### config.mk
export PLATFORM = sky130hd
export DESIGN_NAME = pcsc_ctrl
export DESIGN_NICKNAME = d
export VERILOG_FILES = /design/src/hdl/pcsc_pkg.sv /design/src/hdl/pcsc_ctrl.sv
export SDC_FILE = /design/constraint.sdc
export NUM_CORES = 1
export LEC_CHECK = 0
export BUFFER_PORTS_ARGS = -buffer_cell sky130_fd_sc_hd__buf_2
export CAP_MARGIN = 10
export CORE_AREA = 2 2 39 41
export CTS_BUF_LIST = sky130_fd_sc_hd__clkbuf_8
export CTS_CLUSTER_SIZE = 16
export DETAILED_ROUTE_END_ITERATION = 16
export DIE_AREA = 0 0 41 43
export GPL_ROUTABILITY_DRIVEN = 0
export RECOVER_POWER = 50
export SLEW_MARGIN = 20
export SYNTH_ARGS = -nofsm -noshare
export SYNTH_HDL_FRONTEND = slang
export SYNTH_SLANG_ARGS = --single-unit
### constraint.sdc
create_clock -name i_clk -period 3 [get_ports i_clk]
set_clock_uncertainty 0.2 [all_clocks]
set_input_delay 0.6 -clock i_clk [delete_from_list [all_inputs] [get_ports i_clk]]
set_output_delay 0.6 -clock i_clk [all_outputs]
set_load 0.005 [all_outputs]
### src/hdl/pcsc_pkg.sv
package pcsc_pkg;

    // Store depths; both are powers of two, so the wrap of an index is a part-select
    localparam int DATA_WORDS = 1024;
    localparam int ATTR_BYTES = 4096;
    localparam int DATA_AW    = $clog2(DATA_WORDS);
    localparam int ATTR_AW    = $clog2(ATTR_BYTES);
    localparam int CLR_DEPTH  = (DATA_WORDS > ATTR_BYTES) ? DATA_WORDS : ATTR_BYTES;
    localparam int CLR_AW     = $clog2(CLR_DEPTH);

    localparam int CTRL_ENTRIES = 64;
    localparam int CTRL_AW      = $clog2(CTRL_ENTRIES);

    typedef enum logic [1:0] {
        OP_READ    = 2'd0,
        OP_WRITE   = 2'd1,
        OP_EVENT   = 2'd2,
        OP_PRELOAD = 2'd3
    } t_opcode;

    localparam logic [7:0] REGION_CTRL = 8'h70;
    localparam logic [7:0] REGION_ATTR = 8'h10;

    localparam logic [7:0] OFS_STATUS = 8'h7c;
    localparam logic [7:0] OFS_ENABLE = 8'h74;
    localparam logic [7:0] OFS_ACTIVE = 8'h6c;
    localparam logic [7:0] OFS_CLEAR  = 8'h64;
    localparam logic [7:0] OFS_MODE   = 8'h58;

    localparam logic [CTRL_AW-1:0] ENT_MODE   = OFS_MODE[CTRL_AW+1:2];
    localparam logic [CTRL_AW-1:0] ENT_ENABLE = OFS_ENABLE[CTRL_AW+1:2];

    localparam logic [7:0] MODE_VPP_A = 8'h0b;
    localparam logic [7:0] MODE_VPP_B = 8'h1b;
    localparam logic [7:0] MODE_OFF   = 8'h00;
    localparam logic [7:0] MODE_PLAIN = 8'h0a;

    localparam logic [31:0] ST_INSERTED_VPP = 32'h0000_0018;
    localparam logic [31:0] ST_INSERTED     = 32'h0000_0002;

    localparam logic [31:0] ATTR_FILL = 32'hff00_ff00;
    localparam logic [31:0] ALL_ONES  = 32'hffff_ffff;
    localparam logic [23:0] CIS_ADDR_A = 24'h004104;
    localparam logic [23:0] CIS_ADDR_B = 24'h004118;
    localparam logic [31:0] CIS_VAL_A  = 32'd5;
    localparam logic [31:0] CIS_VAL_B  = 32'd1;

    typedef struct packed {
        logic accept;
        logic load_out;
        logic clear;
    } t_cmd;

    typedef struct packed {
        logic removal;
        logic clear_last;
    } t_sts;

endpackage

### src/hdl/pcsc_ctrl.sv
module pcsc_ctrl (
    input  logic            i_clk,
    input  logic            i_rst_n,
    input  logic            i_in_valid,
    output logic            o_in_ready,
    output logic            o_out_valid,
    input  logic            i_out_ready,
    input  pcsc_pkg::t_sts  i_sts,
    output pcsc_pkg::t_cmd  o_cmd
);

    typedef enum logic [1:0] {
        S_CLEAR,
        S_IDLE,
        S_RESP
    } t_state;

    t_state r_state, n_state;
    logic   r_out_vld, n_out_vld;
    logic   out_free;

    assign out_free    = !r_out_vld || i_out_ready;
    assign o_in_ready  = (r_state == S_IDLE);
    assign o_out_valid = r_out_vld;

    always_comb begin
        n_state      = r_state;
        o_cmd.accept   = 1'b0;
        o_cmd.load_out = 1'b0;
        o_cmd.clear    = 1'b0;
        case (r_state)
            S_CLEAR: begin
                o_cmd.clear = 1'b1;
                if (i_sts.clear_last) begin
                    n_state = S_IDLE;
                end
            end
            S_IDLE: begin
                if (i_in_valid) begin
                    o_cmd.accept = 1'b1;
                    n_state      = S_RESP;
                end
            end
            S_RESP: begin
                // hold the finished beat until the output slot frees up
                if (out_free) begin
                    o_cmd.load_out = 1'b1;
                    n_state        = i_sts.removal ? S_CLEAR : S_IDLE;
                end
            end
            default: n_state = S_CLEAR;
        endcase

        if (o_cmd.load_out) begin
            n_out_vld = 1'b1;
        end else if (i_out_ready) begin
            n_out_vld = 1'b0;
        end else begin
            n_out_vld = r_out_vld;
        end
    end

    always_ff @(posedge i_clk) begin
        if (!i_rst_n) begin
            r_state   <= S_CLEAR;
            r_out_vld <= 1'b0;
        end else begin
            r_state   <= n_state;
            r_out_vld <= n_out_vld;
        end
    end

endmodule

==> impl_metrics.py <==
metrics = {
    "clock_tree": {
        "clk_pin_slew_ns": 0.03,
        "ctsHtreeMaxLevel": 1,
        "cts_made_buffers": 3,
        "cts_tree": "yes",
        "clock_sinks": 3,
        "ctsResizeCount": 0,
        "clock_latency_ns": 0.22,
        "postCtsSetupRepairBufs": 0,
        "holdBufCountCts": 0,
        "cts-root-buf": "clkbuf_8",
        "clk_path_buf_depth": 2,
    },
    "die": {
        "fp.dieH_um": 43,
        "io_pins": 11,
        "dieArea_um2": 1763,
        "rows": 14,
        "coreArea_um2": 1384,
        "die_x_um": 41,
        "start_util_pct": 11.57,
    },
    "setup_path": {
        "end_kind": "output port",
        "worstPathRequired_ns": 2.20,
        "reg2regPathDepth": 3,
        "critical_path_class": "input pin to output port",
        "start_kind": "input pin",
        "cp.arrival_ns": 1.12,
        "crit_fanout": 4,
    },
    "timing": {
        "hold_violations": 0,
        "final-setup-viol-count": 0,
        "drv_slew": 0,
        "timing.final.crit_period_ns": 1.916,
        "worst_pin_slew_ns": 0.2424,
        "finalWorstSetupSlack_ns": 1.084,
        "setup_tns_ns": 0,
        "slew_headroom_pct": 83.74,
        "rsz0062_at_grt": "no",
        "fmax_mhz": 521.8,
        "final.period_utilization_pct": 63.88,
    },
    "synth": {
        "synth_flop_cell": "dfxtp_1",
        "synth_top_cell_area_share_pct": 37.50,
        "synth_area_leaders": "dfxtp_1 38%, o21a_1 9.4%, nor3b_2 7.8%",
        "synth-simple-area-share_pct": 39.06,
        "synth_top_family_by_area": "simple AND/OR/NAND/NOR gates",
        "synth_area_um2": 160.2,
        "ys_ff_latch": 3,
        "synth_area_leader_cell": "dfxtp_1",
        "synth_warnings": 0,
        "avgSynthCellArea_um2": 9.421,
        "yosysSeqAreaShare_pct": 37.50,
        "synth_common_cells": "3 x dfxtp_1, 3 x nor2_1, 2 x o21a_1",
        "async_flop_share_pct": 0,
        "yosys-mux-area-fraction_pct": 0,
        "synth.net_count": 23,
        "synthXorXnorAreaFrac_pct": 0,
        "synth_compound_area_share_pct": 18.75,
        "syn_inst": 17,
        "synth.distinct_cells": 12,
        "synth_fa_ha_area_share_pct": 0,
        "synth_edf_count": 0,
    },
    "final_layout": {
        "antenna_cells": 0,
        "fin_util_pct": 18.99,
        "final_net_count": 37,
        "syn2layout_area_growth_pct": 64.06,
        "drive_above_1_share_pct": 53.33,
        "design_area_um2": 262.8,
    },
    "routing": {
        "drt_pass1_iterations": 1,
        "drcViolationCount": 0,
        "num_vias": 163,
        "wire_per_inst_um": 7.761,
        "wirelength_um": 357,
        "dr.first_iter.drc_count": 0,
        "ant_nets": 0,
        "vias_per_cell": 3.543,
    },
    "run_status": {
        "status": "finished clean",
    },
    "global_routing": {
        "grt_max_degree": 6,
        "grt_pass1_vias": 159,
        "track_usage_pct": 5.305,
        "antenna_found_initial": 0,
        "grt_pass1_wl_um": 496,
        "grt.overflow.total": 0,
    },
    "power_and_ir_drop": {
        "power_density_nw_per_um2": 669.7,
        "peakVddDrop_uv": 95.76,
        "leakage_nw": 0.1216,
    },
    "worst_hold_path": {
        "hold_depth": 2,
        "worstHoldPathType": "flop to flop",
    },
    "placed_design": {
        "placed_area_um2": 222.7,
        "place_ws_ns": 1.085,
        "portBuffers": 10,
    },
    "run": {
        "drv_cap": 0,
    },
}
## cell families after synthesis
logic type / Yosys count
AND/OR/NAND/NOR: 9
AO/OA/AOI/OAI: 4
flip-flops: 3
buffers and inverters: 1
## critical path, cell delays in order
cell,delay [ns]
buf_2,0.09
nand2b_1,0.16
nor2b_1,0.14
buf_2,0.12
## worst paths after layout
check,from,to,slack (ns)
hold / removal,o_out_valid,o_out_valid,0.34
setup / recovery,i_out_ready,o_cmd[1],1.08
setup reg to reg,r_state[0],r_state[1],1.88
hold reg to reg,o_out_valid,o_out_valid,0.34
## metal layers
layer | up-vias | routed length, µm | GRT usage, %
li1 | 81 | - | -
met1 | 71 | 121 | 2.548
met2 | 9 | 170 | 7.500
met3 | 2 | 47 | 4.712
met4 | 0 | 19 | 8.000
met5 | - | 0 | 0
## where the power goes
part	total [mW]	internal (mW)	switching [mW]
combinational	0.0173	0.0108	0.00652
sequential	0.0446	0.0424	0.00220
clock	0.114	0.0871	0.0269
## cells in the final DEF (no fill, tap or decap)
cell / synthesis / routed
a211oi_1: 1 / 1
a21boi_0: 1 / 1
and2_4: 1 / 1
buf_2: 0 / 10
clkbuf_8: 0 / 3
dfxtp_1: 3 / 3
inv_1: 0 / 1
nand2b_1: 1 / 1
nand2b_2: 1 / 1
nor2_1: 3 / 3
nor2b_1: 1 / 1
nor2b_2: 1 / 1
nor3b_1: 0 / 1
o21a_1: 2 / 2
## state kept, by name (all words and copies together) (netlist names)
name and flops:
o_out_valid 1, r_state 2
## cell type report
cell class / count / area, µm²
Fill cell: 164 / 1121
Multi-Input combinational cell: 13 / 87.58
Sequential cell: 3 / 60.06
Timing Repair Buffer: 10 / 50.05
Clock buffer: 3 / 41.29
Tap cell: 16 / 20.02
Clock inverter: 1 / 3.754
## per-stage QoR
step	std cells	hold WS (ns)	total power, mW
floorplan	17	0.3237	0.05453
global placement	42	0.3420	0.06258
detailed placement	42	0.3382	0.06295
CTS	46	0.3430	0.1804
global route	46	0.4125	0.1820
finish	46	0.3391	0.1760
No activity file was read; power rests on OpenSTA's default activity.
